==> src/sv/fpf_pkg.sv <==
// Package for the fBm Perlin pixel field unit: sizes, register and command codes,
// controller/datapath structs and the gradient function. No dependencies.
package fpf_pkg;

    localparam int NUM_OCTAVES = 9;
    localparam int PERM_SIZE   = 256;
    localparam int PERM_AW     = $clog2(PERM_SIZE);
    localparam int OCT_W       = (NUM_OCTAVES > 1) ? $clog2(NUM_OCTAVES) : 1;

    localparam logic [OCT_W-1:0]   OCT_LAST  = OCT_W'(NUM_OCTAVES - 1);
    localparam logic [PERM_AW-1:0] PERM_LAST = PERM_AW'(PERM_SIZE - 1);

    localparam logic [31:0] LCG_MUL = 32'd1664525;
    localparam logic [31:0] LCG_ADD = 32'd1013904223;

    localparam int DIVD_W = 35;
    localparam int DIVS_W = 16;
    localparam int DCNT_W = $clog2(DIVD_W + 1);

    typedef logic [2:0] t_cfg_idx;
    localparam t_cfg_idx CFG_SEED   = 3'd0;
    localparam t_cfg_idx CFG_FREQ   = 3'd1;
    localparam t_cfg_idx CFG_LAC    = 3'd2;
    localparam t_cfg_idx CFG_WIDTH  = 3'd3;
    localparam t_cfg_idx CFG_HEIGHT = 3'd4;

    typedef logic [3:0] t_phase;
    localparam t_phase PH_COORD = 4'd0;
    localparam t_phase PH_SQ    = 4'd1;
    localparam t_phase PH_CUBE  = 4'd2;
    localparam t_phase PH_FADE  = 4'd3;
    localparam t_phase PH_HA    = 4'd4;
    localparam t_phase PH_HB    = 4'd5;
    localparam t_phase PH_HC    = 4'd6;
    localparam t_phase PH_HD    = 4'd7;
    localparam t_phase PH_DOT   = 4'd8;
    localparam t_phase PH_MULX  = 4'd9;
    localparam t_phase PH_LERPX = 4'd10;
    localparam t_phase PH_MULY  = 4'd11;
    localparam t_phase PH_SUM   = 4'd12;
    localparam t_phase PH_LAST  = PH_SUM;

    typedef enum logic [3:0] {
        OP_NONE,
        OP_LATCH,
        OP_FILL,
        OP_LCG_MUL,
        OP_LCG_ADD,
        OP_RD_I,
        OP_RD_J,
        OP_WR_I,
        OP_WR_J,
        OP_DIV_X,
        OP_SET_X,
        OP_DIV_Y,
        OP_SET_Y,
        OP_STEP,
        OP_OCT,
        OP_OUT
    } t_op;

    typedef struct packed {
        t_op               op;
        logic [PERM_AW-1:0] idx;
        logic [OCT_W-1:0]  oct;
        t_phase            phase;
    } t_cmd;

    typedef struct packed {
        logic div_busy;
    } t_sts;

    function automatic logic signed [19:0] grad_dot(input logic [3:0] h,
                                                   input logic signed [17:0] x,
                                                   input logic signed [17:0] y);
        logic signed [19:0] xe;
        logic signed [19:0] ye;
        logic signed [19:0] res;
        xe = {{2{x[17]}}, x};
        ye = {{2{y[17]}}, y};
        case (h)
            4'd0:    res = xe + ye;
            4'd1:    res = ye - xe;
            4'd2:    res = xe - ye;
            4'd3:    res = -xe - ye;
            4'd4:    res = xe;
            4'd5:    res = -xe;
            4'd6:    res = xe;
            4'd7:    res = -xe;
            4'd8:    res = ye;
            4'd9:    res = -ye;
            4'd10:   res = ye;
            4'd11:   res = -ye;
            4'd12:   res = xe + ye;
            4'd13:   res = -ye;
            4'd14:   res = ye - xe;
            4'd15:   res = -ye;
            default: res = '0;
        endcase
        return res;
    endfunction

endpackage

==> src/sv/fpf_ctrl.sv <==
// Controller: sequences shuffle, step build and octave evaluation, owns table flags
// and the result valid. Depends on fpf_pkg.
module fpf_ctrl (
    input  logic              i_clk,
    input  logic              i_rst_n,
    input  logic              i_in_valid,
    output logic              o_in_stall,
    output logic              o_out_valid,
    input  logic              i_out_stall,
    input  logic              i_cfg_we,
    input  fpf_pkg::t_cfg_idx i_cfg_index,
    input  fpf_pkg::t_sts     i_sts,
    output fpf_pkg::t_cmd     o_cmd
);

    typedef enum logic [4:0] {
        S_IDLE, S_FILL, S_MUL, S_ADD, S_DWAIT, S_RDI, S_RDJ, S_WRI, S_WRJ,
        S_DIVX, S_WAITX, S_SETX, S_DIVY, S_WAITY, S_SETY, S_STEP, S_OCT, S_DONE
    } t_state;

    t_state                      r_state, n_state;
    logic [fpf_pkg::PERM_AW-1:0] r_idx, n_idx;
    logic [fpf_pkg::OCT_W-1:0]   r_oct, n_oct;
    fpf_pkg::t_phase             r_phase, n_phase;
    logic                        r_perm_rdy, n_perm_rdy;
    logic                        r_step_rdy, n_step_rdy;
    logic                        r_out_valid, n_out_valid;
    fpf_pkg::t_cmd               n_cmd;

    always_comb begin
        n_state     = r_state;
        n_idx       = r_idx;
        n_oct       = r_oct;
        n_phase     = r_phase;
        n_perm_rdy  = r_perm_rdy;
        n_step_rdy  = r_step_rdy;
        n_out_valid = r_out_valid && i_out_stall;
        n_cmd.op    = fpf_pkg::OP_NONE;
        n_cmd.idx   = r_idx;
        n_cmd.oct   = r_oct;
        n_cmd.phase = r_phase;
        case (r_state)
            S_IDLE: begin
                if (i_in_valid) begin
                    n_cmd.op = fpf_pkg::OP_LATCH;
                    n_oct    = '0;
                    n_phase  = fpf_pkg::PH_COORD;
                    n_idx    = '0;
                    if (!r_perm_rdy) begin
                        n_state = S_FILL;
                    end else if (!r_step_rdy) begin
                        n_state = S_DIVX;
                    end else begin
                        n_state = S_OCT;
                    end
                end
            end
            S_FILL: begin
                n_cmd.op = fpf_pkg::OP_FILL;
                if (r_idx == fpf_pkg::PERM_LAST) begin
                    n_state = S_MUL;
                end else begin
                    n_idx = r_idx + 1'b1;
                end
            end
            S_MUL: begin
                n_cmd.op = fpf_pkg::OP_LCG_MUL;
                n_state  = S_ADD;
            end
            S_ADD: begin
                n_cmd.op = fpf_pkg::OP_LCG_ADD;
                n_state  = S_DWAIT;
            end
            S_DWAIT: begin
                if (!i_sts.div_busy) begin
                    n_state = S_RDI;
                end
            end
            S_RDI: begin
                n_cmd.op = fpf_pkg::OP_RD_I;
                n_state  = S_RDJ;
            end
            S_RDJ: begin
                n_cmd.op = fpf_pkg::OP_RD_J;
                n_state  = S_WRI;
            end
            S_WRI: begin
                n_cmd.op = fpf_pkg::OP_WR_I;
                n_state  = S_WRJ;
            end
            S_WRJ: begin
                n_cmd.op = fpf_pkg::OP_WR_J;
                if (r_idx == fpf_pkg::PERM_AW'(1)) begin
                    n_perm_rdy = 1'b1;
                    n_state    = r_step_rdy ? S_OCT : S_DIVX;
                end else begin
                    n_idx   = r_idx - 1'b1;
                    n_state = S_MUL;
                end
            end
            S_DIVX: begin
                n_cmd.op = fpf_pkg::OP_DIV_X;
                n_state  = S_WAITX;
            end
            S_WAITX: begin
                if (!i_sts.div_busy) begin
                    n_state = S_SETX;
                end
            end
            S_SETX: begin
                n_cmd.op = fpf_pkg::OP_SET_X;
                n_state  = S_DIVY;
            end
            S_DIVY: begin
                n_cmd.op = fpf_pkg::OP_DIV_Y;
                n_state  = S_WAITY;
            end
            S_WAITY: begin
                if (!i_sts.div_busy) begin
                    n_state = S_SETY;
                end
            end
            S_SETY: begin
                n_cmd.op = fpf_pkg::OP_SET_Y;
                n_oct    = '0;
                n_state  = S_STEP;
            end
            S_STEP: begin
                n_cmd.op = fpf_pkg::OP_STEP;
                if (r_oct == fpf_pkg::OCT_LAST) begin
                    n_oct      = '0;
                    n_step_rdy = 1'b1;
                    n_state    = S_OCT;
                end else begin
                    n_oct = r_oct + 1'b1;
                end
            end
            S_OCT: begin
                n_cmd.op = fpf_pkg::OP_OCT;
                if (r_phase == fpf_pkg::PH_LAST) begin
                    n_phase = fpf_pkg::PH_COORD;
                    if (r_oct == fpf_pkg::OCT_LAST) begin
                        n_state = S_DONE;
                    end else begin
                        n_oct = r_oct + 1'b1;
                    end
                end else begin
                    n_phase = r_phase + 1'b1;
                end
            end
            S_DONE: begin
                if (!r_out_valid || !i_out_stall) begin
                    n_cmd.op    = fpf_pkg::OP_OUT;
                    n_out_valid = 1'b1;
                    n_state     = S_IDLE;
                end
            end
            default: n_state = S_IDLE;
        endcase
        if (i_cfg_we) begin
            case (i_cfg_index)
                fpf_pkg::CFG_SEED: begin
                    n_perm_rdy = 1'b0;
                    n_step_rdy = 1'b0;
                end
                fpf_pkg::CFG_FREQ, fpf_pkg::CFG_LAC, fpf_pkg::CFG_WIDTH,
                fpf_pkg::CFG_HEIGHT: n_step_rdy = 1'b0;
                default: ;
            endcase
        end
    end

    always_ff @(posedge i_clk) begin
        if (!i_rst_n) begin
            r_state     <= S_IDLE;
            r_idx       <= '0;
            r_oct       <= '0;
            r_phase     <= fpf_pkg::PH_COORD;
            r_perm_rdy  <= 1'b0;
            r_step_rdy  <= 1'b0;
            r_out_valid <= 1'b0;
        end else begin
            r_state     <= n_state;
            r_idx       <= n_idx;
            r_oct       <= n_oct;
            r_phase     <= n_phase;
            r_perm_rdy  <= n_perm_rdy;
            r_step_rdy  <= n_step_rdy;
            r_out_valid <= n_out_valid;
        end
    end

    assign o_cmd       = r_state == S_IDLE && !i_in_valid ? n_cmd : n_cmd;
    assign o_in_stall  = (r_state != S_IDLE);
    assign o_out_valid = r_out_valid;

endmodule

==> config.mk <==
export PLATFORM = sky130hd
export DESIGN_NAME = fpf_ctrl
export DESIGN_NICKNAME = d
export VERILOG_FILES = /design/src/sv/fpf_pkg.sv /design/src/sv/fpf_ctrl.sv
export SDC_FILE = /design/constraint.sdc
export NUM_CORES = 1
export LEC_CHECK = 0
export BUFFER_PORTS_ARGS = -buffer_cell sky130_fd_sc_hd__buf_2
export CORE_UTILIZATION = 60
export DETAILED_ROUTE_END_ITERATION = 8
export PLACE_DENSITY = 0.88
export SYNTH_ARGS = -nofsm -noshare
export SYNTH_HDL_FRONTEND = slang
export SYNTH_SLANG_ARGS = --single-unit
==> constraint.sdc <==
create_clock -name i_clk -period 2.9 [get_ports i_clk]
set_input_delay 0.725 -clock i_clk [delete_from_list [all_inputs] [get_ports i_clk]]
set_output_delay 0.725 -clock i_clk [all_outputs]
set_load 0.02 [all_outputs]
==> parameters.txt <==
Parameter                              Value

Power and ir drop
  Leakage power    slightly above 0.0008 uW
  Power per cell area    around 790 nW/um2
  Fraction of power spent switching nets    51.5%
  Clock share of power    between 10% and 20%
  Share of total power in sequential cells    a little over a quarter
  Cell-internal power    roughly 830 uW
  Largest vdd supply drop    between 0.5 and 0.6 mV
  Power share of the combinational group    61.5%
  Switching component of the power    slightly below 900 uW

Synthesis
  Avg Inst Size Synth    roughly 7.5 um2
  Register area share after synthesis    between 20% and 30%
  Number of instances in the synthesized netlist    between 200 and 300
  Number of different library cells in the post-synthesis netlist    62
  Post-synth net total    around 280
  Main flop type after synthesis    dfxtp_1
  Netlist area before placement    roughly 2000 um2
  Share of synthesized registers carrying an async set or reset    0%
  Number of enable flip-flop cells after synthesis    0
  Yosys warns    0
  Yosys reg bits    24

Worst setup path
  Category of the critical setup timing path    flop to primary output
  Data required time of the worst path    between 2 and 2.5 ns
  Data arrival time of the worst path    slightly above 2 ns
  Buffer and inverter count on the worst path    1
  Family with the most delay on the worst path    simple AND/OR/NAND/NOR gates
  Critical path peak fanout    21
  Slowest stage cell on the critical path    nor2b_1
  Crit start category    flop
  Kind of end point of the critical path    primary output
  Cells along the critical path    nor2b_1 > a22oi_1 > o21ai_0 > buf_2
  Longest individual stage delay on the worst path    between 0.6 and 0.7 ns

Place
  Worst slack at placement    about 0.57 ns
  Port Buf Inserts    30
  Final Wtd Congestion    between 0.8 and 0.9
  HPWL reported at the end of detailed placement    approximately 3300 um

Cells and area
  Multi-input gate area in the final layout    between 1000 and 1500 um2
  Fraction of layout cells with a size suffix above 1    approximately 20%
  Signed area change from the synthesized netlist to the final layout    7.77%
  Area taken by flip-flops and latches    roughly 480 um2
  Net count of the finished layout    about 300
  Number of fill cells in the layout    roughly 290
  N_diodes    0
  Core Util, Final    69.4%

Clocking
  CTS Root Cell    clkbuf_4
  Count of buffers added by post-CTS timing repair for setup    0
  CTS sink cnt    24
  CTS hold repair buffers    0
  Worst skew pair latency    about 0.33 ns
  CTS H-tree depth    1
  CTS tree    done
  PostCTS Resize Cnt    0
  Clock edge transition at the registers on the reported setup and hold paths    ~0.15 ns
  Clock buffer depth    2
  Num CTS Buffers    3

Die
  Row count    20
  Io pins    31
  Die area    roughly 3600 um2
  Initial core utilization    ~64%
  Vertical die dimension    59.7 um
  Placeable core area    3100 um2
  Die width    ~60 um

Timing
  Remaining max-slew budget at the tightest pin    a little under three fifths
  Count of endpoints failing hold in the final timing report    0
  Worst-Margin Slew    a little under 0.7 ns
  Fmax achieved    362 MHz
  Number of max-slew violations in the final report    0
  Unrepaired setup endpoints after global routing    false
  Total negative slack    0 ns
  Final worst path period need    about 2.8 ns
  Setup ws final    around 0.14 ns
  Post-Route Skew    between 0.004 and 0.005 ns
  Post-route fraction of the period consumed by the critical path    95.3%
  Total of endpoints with negative setup slack in the final report    0

Global routing
  Initial antenna violation count    0
  Via count of the first global-routing pass    1810
  Total global routing track utilization    between 20 and 30%
  Grt total ovfl    0
  First-pass GRT wire length    between 8000 and 9000 um
  Largest net degree at the start of global routing    22

Detailed routing
  Iter 0 DRT Violations    between 150 and 200
  Final routed wirelength across all metal layers    4810 um
  Vias after detailed routing    ~2100
  Number of antenna-violating nets in the routed design    0
  Residual DRC count    0
  Per-cell routed wire length    ~15 um
  First-pass iteration count of the detailed router    4
  Per-cell via count in the routed design    6.38

Flow run
  Max-Cap Viols    0

Outcome
  Outcome    finished, final reports clean

Min path
  Hold WC Path Type    flop to flop
metrics by stage:
| step | cells | power, uW | area, um2 | hold WS [ns] |
|---|---|---|---|---|
| 3_5_place_dp | 322 | 1500 | 2120 | 0.467 |
| 4_1_cts | 326 | 1690 | 2150 | 0.491 |
| 6_report | 326 | 1710 | 2150 | 0.491 |
| 3_3_place_gp | 322 | 1480 | 2120 | 0.464 |
| 5_1_grt | 326 | 1840 | 2150 | 0.523 |
| 2_1_floorplan | 265 | 1290 | 2000 | 0.447 |
registers in the layout, indices dropped and copies added (netlist names):
register / count
r_state: 5
o_out_valid: 1
r_idx: 8
r_phase: 4
r_perm_rdy: 1
r_step_rdy: 1
r_oct: 4
layer usage:
metal / wire length, um / vias up / share of wire (%) / GRT usage (%)
met5: 0 / - / 0 / 0
met4: 110 / 0 / 2.3 / 13.3
met3: 305 / 17 / 6.3 / 3.46
met2: 2220 / 84 / 46 / 47.1
met1: 2180 / 959 / 45 / 39.5
li1: - / 1021 / - / -
worst paths after layout:
check / slack (ns) / start / cells past startpoint / end
worst max register to register: 0.57 / r_state[4] / 5 / r_idx[6]
worst min-delay path: 0.49 / r_perm_rdy / 2 / r_perm_rdy
worst min register to register: 0.49 / r_perm_rdy / 2 / r_perm_rdy
worst max-delay path: 0.14 / r_state[4] / 4 / o_cmd[17]
cells in the final DEF, fill, tap and decap left out, drive strengths merged, types with 4 or more instances in the layout:
cell type and n:
a31oi 6, nand2b 4, a211oi 5, clkbuf 4, and2 4, ha 7
inv 13, or3 4, o21ai 16, a21oi 24, dfxtp 24, nor3 8
a22oi 6, a211o 4, nor2 28, buf 35, nand3 10, nand2 22
nand4 5
power groups by stage:
stage | sequential, uW | clock [uW] | combinational, uW
final | 468 | 190 | 1050
after global routing | 481 | 208 | 1150
after CTS | 465 | 192 | 1040
after detailed placement | 472 | 0 | 1030
after global placement | 470 | 0 | 1010
after floorplan | 447 | 0 | 843
worst reg2reg max path, cell delays in order (launching register included):
cell and delay (ns):
dfxtp_1 0.55, nor4_2 0.48, and2_1 0.45, a32oi_4 0.22, or3b_1 0.43, a21oi_1 0.14
synthesized netlist by cell type (all sizes together), types with 4 or more instances:
cell type | number | area, um2
nor2 | 28 | 105
clkbuf | 7 | 26.3
a211o | 4 | 35.0
a211oi | 5 | 47.5
inv | 13 | 48.8
nand2 | 22 | 85.1
nand4 | 5 | 31.3
a22oi | 6 | 45.0
buf | 15 | 97.6
nor3 | 8 | 40.0
a31oi | 6 | 37.5
nand3 | 10 | 60.1
or3 | 4 | 35.0
nand2b | 4 | 25.0
o21ai | 16 | 80.1
and2 | 4 | 25.0
ha | 7 | 87.6
dfxtp | 24 | 480
a21oi | 24 | 124
kinds of logic after synthesis:
kind of cell | share of synthesized area [%]
AOI/OAI and AO/OA | 34.5
xor gates and xnor gates | 0.439
adders and majority gates | 4.39
buffers and inverters | 8.83
DFF | 24.1
and+or+nand+nor | 27.8
layout make-up:
| class | count | share of cell area, % |
|---|---|---|
| flip-flops and latches | 24 | 22.3 |
| inverters | 14 | 2.44 |
| multi-input cells | 205 | 62.3 |
| repair buffers | 35 | 8.72 |
| clock buffers | 4 | 1.69 |
| well taps | 44 | 2.56 |
Note: power is estimated with default switching activity, not from simulation.
